==> src/arnb_pkg.sv <==
// Package for the attack-release noise burst unit.
// Holds the fixed-point widths, reset values, register indexes, phase and controller
// types, and the command struct. It depends on nothing else.
package arnb_pkg;

  localparam int FRACTION_BITS = 24;
  localparam int SAMPLE_BITS   = 16;

  localparam int POLE_W  = FRACTION_BITS;
  localparam int OVS_W   = FRACTION_BITS - 3;
  localparam int LEVEL_W = FRACTION_BITS + 1;
  localparam int ENV_W   = FRACTION_BITS + 3;
  localparam int MUL_W   = FRACTION_BITS + 4;
  localparam int PROD_W  = 2 * MUL_W;
  localparam int SUM_W   = PROD_W + 1;
  localparam int CFG_IDX_W  = 2;
  localparam int CFG_DATA_W = POLE_W;

  localparam logic [POLE_W-1:0] ATTACK_POLE_RST  = POLE_W'(15612244);
  localparam logic [POLE_W-1:0] RELEASE_POLE_RST = POLE_W'(15612244);
  localparam logic [OVS_W-1:0]  OVERSHOOT_RST    = OVS_W'(16777);

  localparam logic [CFG_IDX_W-1:0] CFG_ATTACK_POLE  = CFG_IDX_W'(0);
  localparam logic [CFG_IDX_W-1:0] CFG_RELEASE_POLE = CFG_IDX_W'(1);
  localparam logic [CFG_IDX_W-1:0] CFG_OVERSHOOT    = CFG_IDX_W'(2);

  typedef enum logic [1:0] {
    PH_IDLE    = 2'd0,
    PH_ATTACK  = 2'd1,
    PH_RELEASE = 2'd2
  } phase_t;

  typedef enum logic [2:0] {
    S_WAIT,
    S_MUL_TGT,
    S_MUL_ENV,
    S_NORM,
    S_MUL_OUT,
    S_WRITE
  } ctrl_state_t;

  typedef enum logic [1:0] {
    MS_TARGET,
    MS_ENVELOPE,
    MS_AUDIO
  } mul_sel_t;

  typedef struct packed {
    logic     load_in;
    logic     mul_en;
    mul_sel_t mul_sel;
    logic     acc_en;
    logic     norm_en;
    logic     out_load;
  } dp_cmd_t;

endpackage

==> src/arnb_ctrl.sv <==
// Controller of the attack-release noise burst unit.
// Sequences the shared multiplier through one request and drives the handshakes.
// Depends on arnb_pkg.
module arnb_ctrl (
  input  logic              clk,
  input  logic              rst_n,
  input  logic              in_tvalid,
  output logic              in_tready,
  output logic              out_tvalid,
  input  logic              out_tready,
  output arnb_pkg::dp_cmd_t cmd
);

  arnb_pkg::ctrl_state_t state_r, state_nxt;
  logic out_valid_r, out_valid_nxt;
  logic write_ok;

  always_ff @(posedge clk) begin
    if (!rst_n) begin
      state_r     <= arnb_pkg::S_WAIT;
      out_valid_r <= 1'b0;
    end else begin
      state_r     <= state_nxt;
      out_valid_r <= out_valid_nxt;
    end
  end

  assign write_ok = !out_valid_r || out_tready;

  always_comb begin
    state_nxt     = state_r;
    cmd           = '0;
    cmd.mul_sel   = arnb_pkg::MS_TARGET;
    in_tready     = 1'b0;
    out_valid_nxt = out_valid_r && !out_tready;
    unique case (state_r)
      arnb_pkg::S_WAIT: begin
        in_tready = 1'b1;
        if (in_tvalid) begin
          cmd.load_in = 1'b1;
          state_nxt   = arnb_pkg::S_MUL_TGT;
        end
      end
      arnb_pkg::S_MUL_TGT: begin
        cmd.mul_en  = 1'b1;
        cmd.mul_sel = arnb_pkg::MS_TARGET;
        state_nxt   = arnb_pkg::S_MUL_ENV;
      end
      arnb_pkg::S_MUL_ENV: begin
        cmd.mul_en  = 1'b1;
        cmd.mul_sel = arnb_pkg::MS_ENVELOPE;
        cmd.acc_en  = 1'b1;
        state_nxt   = arnb_pkg::S_NORM;
      end
      arnb_pkg::S_NORM: begin
        cmd.norm_en = 1'b1;
        state_nxt   = arnb_pkg::S_MUL_OUT;
      end
      arnb_pkg::S_MUL_OUT: begin
        cmd.mul_en  = 1'b1;
        cmd.mul_sel = arnb_pkg::MS_AUDIO;
        state_nxt   = arnb_pkg::S_WRITE;
      end
      arnb_pkg::S_WRITE: begin
        if (write_ok) begin
          cmd.out_load  = 1'b1;
          out_valid_nxt = 1'b1;
          state_nxt     = arnb_pkg::S_WAIT;
        end
      end
      default: state_nxt = arnb_pkg::S_WAIT;
    endcase
  end

  assign out_tvalid = out_valid_r;

endmodule

==> src/arnb_dp.sv <==
// Datapath of the attack-release noise burst unit.
// Holds the envelope state, the shared multiplier with its accumulator and the
// output registers. Depends on arnb_pkg.
module arnb_dp (
  input  logic                              clk,
  input  logic                              rst_n,
  input  arnb_pkg::dp_cmd_t                 cmd,
  input  logic                              gate,
  input  logic signed [arnb_pkg::SAMPLE_BITS-1:0] noise_sample,
  input  logic [arnb_pkg::POLE_W-1:0]       attack_pole,
  input  logic [arnb_pkg::POLE_W-1:0]       release_pole,
  input  logic [arnb_pkg::OVS_W-1:0]        overshoot,
  output logic signed [arnb_pkg::SAMPLE_BITS-1:0] audio_out,
  output logic [arnb_pkg::LEVEL_W-1:0]      envelope_level
);

  localparam int FB = arnb_pkg::FRACTION_BITS;
  localparam int SB = arnb_pkg::SAMPLE_BITS;
  localparam int EW = arnb_pkg::ENV_W;
  localparam int LW = arnb_pkg::LEVEL_W;
  localparam int PW = arnb_pkg::POLE_W;
  localparam int OW = arnb_pkg::OVS_W;
  localparam int MW = arnb_pkg::MUL_W;
  localparam int XW = arnb_pkg::PROD_W;
  localparam int AW = arnb_pkg::SUM_W;
  localparam int RW = AW - FB;

  localparam logic [LW-1:0] ONE_L = {1'b1, {FB{1'b0}}};
  localparam logic signed [EW-1:0] ONE_E = {{(EW-FB-1){1'b0}}, 1'b1, {FB{1'b0}}};
  localparam logic signed [AW-1:0] HALF_A = {{(AW-FB){1'b0}}, 1'b1, {(FB-1){1'b0}}};
  localparam logic signed [RW-1:0] SAT_MAX = {{(RW-SB+1){1'b0}}, {(SB-1){1'b1}}};
  localparam logic signed [RW-1:0] SAT_MIN = {{(RW-SB+1){1'b1}}, {(SB-1){1'b0}}};

  arnb_pkg::phase_t phase_r, phase_nxt;
  logic prev_gate_r, prev_gate_nxt;
  logic signed [EW-1:0] env_r, env_nxt;
  logic [PW-1:0] pole_r, pole_nxt;
  logic signed [EW-1:0] target_r, target_nxt;
  logic signed [EW-1:0] level_r, level_nxt;
  logic signed [SB-1:0] noise_r;
  logic signed [XW-1:0] prod_r, acc_r;
  logic signed [SB-1:0] audio_r;
  logic [LW-1:0] lvl_out_r;

  logic signed [EW-1:0] ovs_ext, tgt_attack, tgt_release;
  logic [LW-1:0] one_minus_pole;
  logic signed [MW-1:0] mul_a, mul_b;
  logic signed [XW-1:0] prod_full;
  logic signed [AW-1:0] step_sum, aud_sum;
  logic signed [EW-1:0] env_step;
  logic signed [RW-1:0] aud_wide;
  logic signed [SB-1:0] aud_sat;

  assign ovs_ext     = {{(EW-OW){1'b0}}, overshoot};
  assign tgt_attack  = ONE_E + ovs_ext;
  assign tgt_release = '0 - ovs_ext;

  assign one_minus_pole = ONE_L - {1'b0, pole_r};

  always_comb begin
    unique case (cmd.mul_sel)
      arnb_pkg::MS_TARGET: begin
        mul_a = {{(MW-LW){1'b0}}, one_minus_pole};
        mul_b = {{(MW-EW){target_r[EW-1]}}, target_r};
      end
      arnb_pkg::MS_ENVELOPE: begin
        mul_a = {{(MW-PW){1'b0}}, pole_r};
        mul_b = {{(MW-EW){env_r[EW-1]}}, env_r};
      end
      arnb_pkg::MS_AUDIO: begin
        mul_a = {{(MW-EW){level_r[EW-1]}}, level_r};
        mul_b = {{(MW-SB){noise_r[SB-1]}}, noise_r};
      end
      default: begin
        mul_a = '0;
        mul_b = '0;
      end
    endcase
  end

  assign prod_full = mul_a * mul_b;

  assign step_sum = {acc_r[XW-1], acc_r} + {prod_r[XW-1], prod_r} + HALF_A;
  assign env_step = step_sum[FB+EW-1:FB];

  assign aud_sum  = {prod_r[XW-1], prod_r} + HALF_A;
  assign aud_wide = aud_sum[AW-1:FB];

  always_comb begin
    if (aud_wide > SAT_MAX) begin
      aud_sat = SAT_MAX[SB-1:0];
    end else if (aud_wide < SAT_MIN) begin
      aud_sat = SAT_MIN[SB-1:0];
    end else begin
      aud_sat = aud_wide[SB-1:0];
    end
  end

  always_comb begin
    phase_nxt     = phase_r;
    prev_gate_nxt = prev_gate_r;
    env_nxt       = env_r;
    pole_nxt      = pole_r;
    target_nxt    = target_r;
    level_nxt     = level_r;
    if (cmd.load_in) begin
      prev_gate_nxt = gate;
      if (gate && !prev_gate_r) begin
        phase_nxt  = arnb_pkg::PH_ATTACK;
        target_nxt = tgt_attack;
        pole_nxt   = attack_pole;
      end else if (!gate && prev_gate_r) begin
        phase_nxt  = arnb_pkg::PH_RELEASE;
        target_nxt = tgt_release;
        pole_nxt   = release_pole;
      end
    end
    if (cmd.norm_en) begin
      env_nxt = env_step;
      unique case (phase_r)
        arnb_pkg::PH_ATTACK: begin
          if (env_step >= ONE_E) begin
            env_nxt    = ONE_E;
            phase_nxt  = arnb_pkg::PH_RELEASE;
            target_nxt = tgt_release;
            pole_nxt   = release_pole;
          end
          level_nxt = env_nxt;
        end
        arnb_pkg::PH_RELEASE: begin
          if (env_step[EW-1] || env_step == '0) begin
            env_nxt   = '0;
            phase_nxt = arnb_pkg::PH_IDLE;
          end
          level_nxt = env_nxt;
        end
        default: level_nxt = '0;
      endcase
    end
  end

  always_ff @(posedge clk) begin
    if (!rst_n) begin
      phase_r     <= arnb_pkg::PH_IDLE;
      prev_gate_r <= 1'b0;
      env_r       <= '0;
      pole_r      <= '0;
      target_r    <= '0;
    end else begin
      phase_r     <= phase_nxt;
      prev_gate_r <= prev_gate_nxt;
      env_r       <= env_nxt;
      pole_r      <= pole_nxt;
      target_r    <= target_nxt;
    end
  end

  always_ff @(posedge clk) begin
    level_r <= level_nxt;
    if (cmd.load_in) begin
      noise_r <= noise_sample;
    end
    if (cmd.mul_en) begin
      prod_r <= prod_full;
    end
    if (cmd.acc_en) begin
      acc_r <= prod_r;
    end
    if (cmd.out_load) begin
      audio_r   <= aud_sat;
      lvl_out_r <= level_r[LW-1:0];
    end
  end

  assign audio_out      = audio_r;
  assign envelope_level = lvl_out_r;

endmodule

==> src/attack_release_noise_burst_unit.sv <==
// Top level of the attack-release noise burst unit.
// Holds the configuration registers and joins arnb_ctrl and arnb_dp.
// Depends on arnb_pkg, arnb_ctrl and arnb_dp.
//
// One request on the input stream is one audio sample tick: a gate bit and a
// signed noise sample. Each request yields exactly one result on the output
// stream: the noise sample scaled by the attack-release envelope, saturated to
// the sample width, together with the envelope level in Q24 form.
// The configuration channel writes the attack pole, the release pole and the
// target overshoot; it is always ready, and a write to an unknown index is
// dropped. New pole and overshoot values take effect at the next gate edge or at the end of an attack.
// A request passes through S_MUL_TGT, S_MUL_ENV, S_NORM, S_MUL_OUT and S_WRITE to the
// output register: one multiplier is shared by the three products of each tick, and
// the envelope update sits between them. The input is ready again as soon as the
// result is written, so no new request is taken before the last one is through.
// When the receiver stalls, the result stays in the output register and the
// next request is still accepted and worked on; it then waits for the slot.
// Reset clears the envelope and phase and restores the register defaults.
module attack_release_noise_burst_unit (
  input  logic                               clk,
  input  logic                               rst_n,
  input  logic                               in_tvalid,
  output logic                               in_tready,
  input  logic [23:0]                        in_tdata,   // gate[0], noise_sample[16:1]
  output logic                               out_tvalid,
  input  logic                               out_tready,
  output logic [47:0]                        out_tdata,  // audio_out[15:0], envelope_level[40:16]
  input  logic                               cfg_valid,
  output logic                               cfg_ready,
  input  logic [arnb_pkg::CFG_IDX_W-1:0]     cfg_index,
  input  logic [arnb_pkg::CFG_DATA_W-1:0]    cfg_data
);

  localparam int SB = arnb_pkg::SAMPLE_BITS;
  localparam int LW = arnb_pkg::LEVEL_W;

  logic [arnb_pkg::POLE_W-1:0] attack_pole_r, attack_pole_nxt;
  logic [arnb_pkg::POLE_W-1:0] release_pole_r, release_pole_nxt;
  logic [arnb_pkg::OVS_W-1:0]  overshoot_r, overshoot_nxt;

  arnb_pkg::dp_cmd_t cmd;
  logic signed [SB-1:0] audio_out;
  logic [LW-1:0]        envelope_level;

  assign cfg_ready = 1'b1;

  always_comb begin
    attack_pole_nxt  = attack_pole_r;
    release_pole_nxt = release_pole_r;
    overshoot_nxt    = overshoot_r;
    if (cfg_valid) begin
      unique case (cfg_index)
        arnb_pkg::CFG_ATTACK_POLE:  attack_pole_nxt  = cfg_data;
        arnb_pkg::CFG_RELEASE_POLE: release_pole_nxt = cfg_data;
        arnb_pkg::CFG_OVERSHOOT:    overshoot_nxt    = cfg_data[arnb_pkg::OVS_W-1:0];
        default: ;
      endcase
    end
  end

  always_ff @(posedge clk) begin
    if (!rst_n) begin
      attack_pole_r  <= arnb_pkg::ATTACK_POLE_RST;
      release_pole_r <= arnb_pkg::RELEASE_POLE_RST;
      overshoot_r    <= arnb_pkg::OVERSHOOT_RST;
    end else begin
      attack_pole_r  <= attack_pole_nxt;
      release_pole_r <= release_pole_nxt;
      overshoot_r    <= overshoot_nxt;
    end
  end

  arnb_ctrl u_ctrl (
    .clk        (clk),
    .rst_n      (rst_n),
    .in_tvalid  (in_tvalid),
    .in_tready  (in_tready),
    .out_tvalid (out_tvalid),
    .out_tready (out_tready),
    .cmd        (cmd)
  );

  arnb_dp u_dp (
    .clk            (clk),
    .rst_n          (rst_n),
    .cmd            (cmd),
    .gate           (in_tdata[0]),
    .noise_sample   (in_tdata[SB:1]),
    .attack_pole    (attack_pole_r),
    .release_pole   (release_pole_r),
    .overshoot      (overshoot_r),
    .audio_out      (audio_out),
    .envelope_level (envelope_level)
  );

  assign out_tdata = {{(48-SB-LW){1'b0}}, envelope_level, audio_out};

endmodule

==> config.mk <==
export PLATFORM = sky130hd
export DESIGN_NAME = attack_release_noise_burst_unit
export DESIGN_NICKNAME = d
export VERILOG_FILES = /design/src/arnb_pkg.sv /design/src/arnb_ctrl.sv /design/src/arnb_dp.sv /design/src/attack_release_noise_burst_unit.sv
export SDC_FILE = /design/constraint.sdc
export NUM_CORES = 2
export LEC_CHECK = 0
export BUFFER_PORTS_ARGS = -buffer_cell sky130_fd_sc_hd__buf_2
export CORE_MARGIN = 2
export CORE_UTILIZATION = 25
export DETAILED_ROUTE_END_ITERATION = 6
export PLACE_DENSITY_LB_ADDON = 0.1
export SLEW_MARGIN = 15
export SYNTH_ARGS = -nofsm -noshare
export SYNTH_HDL_FRONTEND = slang
export SYNTH_SLANG_ARGS = --single-unit
==> constraint.sdc <==
create_clock -name clk -period 16.95 [get_ports clk]
set_input_delay 0.8475 -clock clk [delete_from_list [all_inputs] [get_ports clk]]
set_output_delay 0.8475 -clock clk [all_outputs]
set_load 0.01 [all_outputs]
Yosys cells after proc, flatten, opt, wreduce, memory -nomap -nowiden
Index checks and enable logic that the tools add are counted.
Widths: inputs -> output; s select.
Storage, ports and cells
  memories: 0
  output and inout bits: 51
  bits in writable memories: 0
  logic and storage cells: 95
  latch bits: 0
  flip-flop bits (word level): 345
  ROM bits: 0
  bits of input ports: 55
Operators by class
  $lt $le $gt $ge: 3
  bitwise gates (word level): 0
  div/mod/pow operators: 0
  reduce and logical (&&, ||, !) cells: 17
  multipliers: 1
  $add $sub $neg: 6
  muxes and demuxes: 39
  eq/ne operators: 13
  shift operators: 0
Operators by type and width (number)
  $mux 27: 8
  $pmux 28 s3: 2
  $mux 24: 6
  $pmux 27 s2: 2
  $add 56x25->57 const B: 1
  $mul 28x28->56: 1
  $add 51x24->51 const B: 1
  $add 51x51->51: 1
  $gt 33x16->1 const B: 1
  $lt 33x16->1 const B: 1
  $ge 27x26->1 const B: 1
  $logic_not 27->1: 1
  $add 25x21->26 const A: 1
  $sub 25x24->25 const A: 1
  $sub 1x21->22 const A: 1
  $pmux 3 s6: 1
  $mux 16: 1
  $mux 2: 6
  $mux 1: 9
  $pmux 3 s3: 1
  $reduce_and 2->1: 4
  $eq 2x1->1 const B: 3
  $eq 2x2->1 const B: 3
  $eq 3x2->1 const B: 2
  11 further kinds: 20

Longest topological paths before layout
  depth in word-level cells: 8
  depth in mapped cells: 39
  gate-level depth less buffers: 37

Hierarchy
A second synthesis with hierarchy kept.
Second synthesis, totals
  cell total of the unflattened synthesis: 4961
  area, all modules: 46275.6 um^2
By module, submodules not included
  arnb_dp: cells each 4647, instances 1, area each 43167.7 um^2
  attack_release_noise_burst_unit: cells each 282, instances 1, area each 2850.2 um^2
  arnb_ctrl: cells each 32, instances 1, area each 257.7 um^2

Worst setup path after synthesis
No wires, ideal clock.
  kind: reg-to-reg
  start: register u_ctrl.state_r[1]
  end: register u_dp.prod_r[54] (data pin)
  setup slack: 6.422 ns
  buffers on the path: 3
  arrival: 10.271 ns
  stages on the path, launching flop included: 29
  setup time: 0.258 ns
  cell sequence: dfxtp_1 -> clkbuf_1 -> or3b_2 -> inv_2 -> buf_1 -> buf_1 -> a221o_1 -> nand2_1 -> fa_1 -> fa_1 -> fa_1 -> fa_1 -> inv_1 -> fa_1 -> fa_1 -> fa_1 -> ha_1 -> ha_1 -> a21o_1 -> a21oi_1 -> o21bai_1 -> a21o_1 -> a21o_1 -> a21o_1 -> a221oi_1 -> o21ai_0 -> or3_1 -> a21oi_1 -> xnor2_1
On the way
  cells in the longest elaborated chain, start to end: 5
RTL lines
  start, declared: line arnb_ctrl.sv:14  | arnb_pkg::ctrl_state_t state_r, state_nxt;
  start signal, assigned: line arnb_ctrl.sv:20  | state_r <= arnb_pkg::S_WAIT;
  start signal, assigned: line arnb_ctrl.sv:23  | state_r <= state_nxt;
  $eq 3x3->1, or another cell as far along: line arnb_ctrl.sv:36  | unique case (state_r)
  $pmux 3 s3 (*): line arnb_ctrl.sv:36
  $eq 2x2->1, or another cell as far along: line arnb_dp.sv:61  | unique case (cmd.mul_sel)
  $pmux 28 s3: line arnb_dp.sv:61
  $mul 28x28->56 (*): line arnb_dp.sv:81  | assign prod_full = mul_a * mul_b;
  named net u_dp.prod_full[54]: line arnb_dp.sv:48  | logic signed [XW-1:0] prod_full;
  end signal, assigned: line arnb_dp.sv:164  | prod_r <= prod_full;
  end, declared: line arnb_dp.sv:41  | logic signed [XW-1:0] prod_r, acc_r;
Mark *: on every way through the listed nets, which the timed path passes. The rest lies on a longest branch.
A chain may end at the register's enable or synchronous reset.

Final worst setup path
  start: register u_dp.pole_r[1]
  end: register u_dp.prod_r[45] (data pin)
On the way
  cells in the longest elaborated chain, start to end: 3
RTL lines
  start, declared: line arnb_dp.sv:37  | logic [PW-1:0] pole_r, pole_nxt;
  start signal, assigned: line arnb_dp.sv:153  | pole_r <= pole_nxt;
  $sub 25x24->25: line arnb_dp.sv:58  | assign one_minus_pole = ONE_L - {1'b0, pole_r};
  $pmux 28 s3 (*): line arnb_dp.sv:61
  $mul 28x28->56 (*): line arnb_dp.sv:81
  named net u_dp.prod_full[45]: line arnb_dp.sv:48
Marked as above.

==> impl_metrics.tcl <==
set metrics [dict create \
    syn_avg_cell_area_um2 9.35 \
    drive_above_1_share_pct 8.02 \
    yosysWarnings 0 \
    vdd_drop_max_mv 0.108 \
    clk_pin_slew_ns 0.06 \
    first_pass_iters 5 \
    grt_start_max_net_pins 75 \
    std_cell_rows 156 \
    place_hpwl_um 141000 \
    period_share_pct 71.1 \
    slowest_stage "a221o_1" \
    n_fill_cell 19500 \
    postCtsResizedCells 0 \
    routed_wl_um 184000 \
    antenna_found_initial 13 \
    synth_flop_cell "edfxtp_1" \
    yosysTopAreaCell "fa_1" \
    fin_skew_ns 0.0774 \
    final_hold_viol_count 0 \
    crit_path_end_kind "flip-flop" \
    cts_tree "yes" \
    seq_area_mm2 0.00882 \
    status "completed" \
    numCtsBuffers 40 \
    min_from "in_tdata[10]" \
    start_util_pct 25.2 \
    critPathKind "flip-flop to flip-flop" \
    place_area_mm2 0.0492 \
    seq_area_frac_synth_pct 19.3 \
    syn_area_mm2 0.0457 \
    min_path_cells 1 \
    synth_common_cells "fa_1, inv_1, nor2_1" \
    h-tree-depth 2 \
    fin_setup_tns_ns 0 \
    die_y_um 431 \
    top_level_ports 106 \
    gp_congestion 0.895 \
    fmax_ghz 0.0830 \
    avgRoutedWirePerCell_um 25.2 \
    synth.distinct_cells 98 \
    critPathMaxStageDelay_ns 0.57 \
    cp.arrival_ns 12.45 \
    drc 0 \
    worst_ep_required_time_ns 17.36 \
    slew_violations 0 \
    insertion_delay_ns 0.62 \
    setup_viol 0 \
    reg2reg_to "u_dp.prod_r[45]" \
    dieArea_mm2 0.186 \
    worst_slew_pin_slew_ns 1.27 \
    core-area_mm2 0.181 \
    die_x_um 431 \
    rsz0062_at_grt "false" \
    vias 35400 \
    finalCriticalPeriod_ns 12.04 \
    multiInputGateArea_mm2 0.0333 \
    synthCells 4885 \
    slew_headroom_pct 15.3 \
    r2r_setup_slack_ns 4.91 \
    drt_iter0_drc 2439 \
    yosysTopAreaCellShare_pct 35.2 \
    hold_path_end "u_dp.noise_r[9]" \
    p_per_area_mw_per_mm2 138 \
    cts_sinks 345 \
    ys_seq_elements 345 \
    hold_buffers 0 \
    crit_top_cell "fa_1" \
    grt-ovfl-total 0 \
    critPathLaunchType "flip-flop" \
    gr-usage-all-layers_pct 19.8 \
    cts-root-buf "clkbuf_16" \
    post-route-cell-area_mm2 0.0506 \
    post_cts_buffers 0 \
    regToRegStartpoint "u_dp.pole_r[1]" \
    rr_worst_depth 36 \
    area_growth_pct 10.7 \
    synth_most_common_cell "fa_1" \
    antenna_left 0 \
    maxCapViolCount 0 \
    grt_pass1_vias 37100 \
    synthTopCellsByArea "fa_1, edfxtp_1, ha_1" \
    cts_buffer_depth 3 \
    viasPerCell 4.86 \
    layout.nets 6016 \
    port_buffers 90 \
    cp_max_fo 9 \
    min_path_type "input pin to flip-flop" \
    p_leak_nw 23.3 \
    grt_pass1_wl_um 268000 \
    synthArstFlopShare_pct 0 \
    synth_edf_count 191 \
]
==> through the flow <==
step           util (%)  worst slack [ns]  cells  power [mW]  hold slack (ns)
5_1_grt            27.9              4.47   7271        7.53            0.389
2_1_floorplan         -              6.42   4891        4.18            0.418
3_3_place_gp       27.2              5.13   7197        6.12            0.440
4_1_cts            27.9              5.00   7270        7.07            0.383
6_report           27.9              4.91   7274        6.99            0.421
3_5_place_dp       27.2              5.06   7197        6.11            0.440
==> worst max path at each step <==
stage / from / endpoint / slack, ns / cells after the start
2_1_floorplan: u_ctrl.state_r[1] / u_dp.prod_r[54] / 6.42 / 28
3_3_place_gp: u_dp.pole_r[1] / u_dp.prod_r[49] / 5.13 / 36
3_5_place_dp: u_dp.pole_r[1] / u_dp.prod_r[49] / 5.06 / 36
4_1_cts: u_dp.pole_r[1] / u_dp.prod_r[49] / 5.00 / 36
5_1_grt: u_dp.pole_r[1] / u_dp.prod_r[49] / 4.47 / 36
6_report: u_dp.pole_r[1] / u_dp.prod_r[45] / 4.91 / 36
==> placed cells by master, fill, tap and decap left out, types with 12 or more instances in the layout <==
master | synthesis | routed
a2111oi_2 | 20 | 20
a211oi_1 | 25 | 24
a21o_1 | 49 | 49
a21oi_1 | 173 | 168
a221o_1 | 45 | 37
a221oi_1 | 44 | 13
a221oi_2 | 6 | 28
a22o_1 | 18 | 18
a22oi_1 | 20 | 20
a31oi_1 | 16 | 16
and2_1 | 16 | 15
and3_1 | 52 | 51
buf_2 | 23 | 90
buf_4 | 9 | 105
clkbuf_16 | 0 | 40
dfxtp_1 | 154 | 154
edfxtp_1 | 191 | 191
fa_1 | 804 | 804
ha_1 | 287 | 287
inv_1 | 771 | 769
nand2_1 | 589 | 588
nand2b_1 | 30 | 30
nand3_1 | 78 | 78
nand4_1 | 31 | 31
nor2_1 | 591 | 590
nor2b_1 | 13 | 12
nor3_1 | 70 | 70
nor3b_1 | 17 | 16
o211ai_1 | 19 | 19
o21a_1 | 27 | 27
o21ai_0 | 115 | 114
o21bai_1 | 14 | 14
o22ai_1 | 13 | 13
or2_2 | 12 | 12
or3_1 | 24 | 24
xnor2_1 | 58 | 58
xor2_1 | 36 | 36
==> cell type report <==
type	instances	share of cell area, %
clock buffer	49	2.07
multi-input combinational	3514	65.8
timing repair buffer	196	2.49
antenna	3	0.0148
tap	2370	5.87
inverter	773	5.75
sequential	345	17.4
clock inverter	24	0.549
==> report_power, final <==
part           switching (mW)  internal, mW  total, mW
clock                   0.410         0.497      0.907
sequential              0.143          1.10       1.24
combinational            3.25          1.60       4.85
total                    3.80          3.19       6.99
==> routing by layer <==
layer,vias to the layer above,wire (um),global-route usage (%)
li1,15800,-,-
met1,18700,82100,27.2
met2,733,90000,34.2
met3,152,7610,1.96
met4,0,3840,3.31
met5,-,0,0
==> kinds of logic after synthesis <==
kind of cell,synth area share (%)
compound gates,11.7
xor+xnor,1.84
fa+ha+maj,43.1
buf+inv,8.72
flops,19.3
mux,0.247
other cells,0.0164
simple gates,15.1
==> registers in the layout (all words and copies together), names as in the netlist <==
name                 count
u_dp.phase_r             2
overshoot_r             21
u_dp.envelope_level     25
attack_pole_r           24
u_dp.prev_gate_r         1
u_dp.audio_out          16
release_pole_r          24
u_dp.acc_r              51
u_dp.target_r           27
u_dp.pole_r             24
u_dp.env_r              27
u_dp.noise_r            16
u_dp.prod_r             56
u_ctrl.out_tvalid        1
u_dp.level_r            27
u_ctrl.state_r           3
==> critical path, delay by kind of cell, from the launching register on <==
family                   cells  cell delay (ns)
flip-flops                   1             0.40
buffers and inverters        7             0.85
XOR/XNOR                     1             0.29
AND/OR/NAND/NOR             11             3.31
AO/OA/AOI/OAI                7             2.26
adder cells (fa/ha/maj)     10             4.73
(Power assumes the default switching activity.)
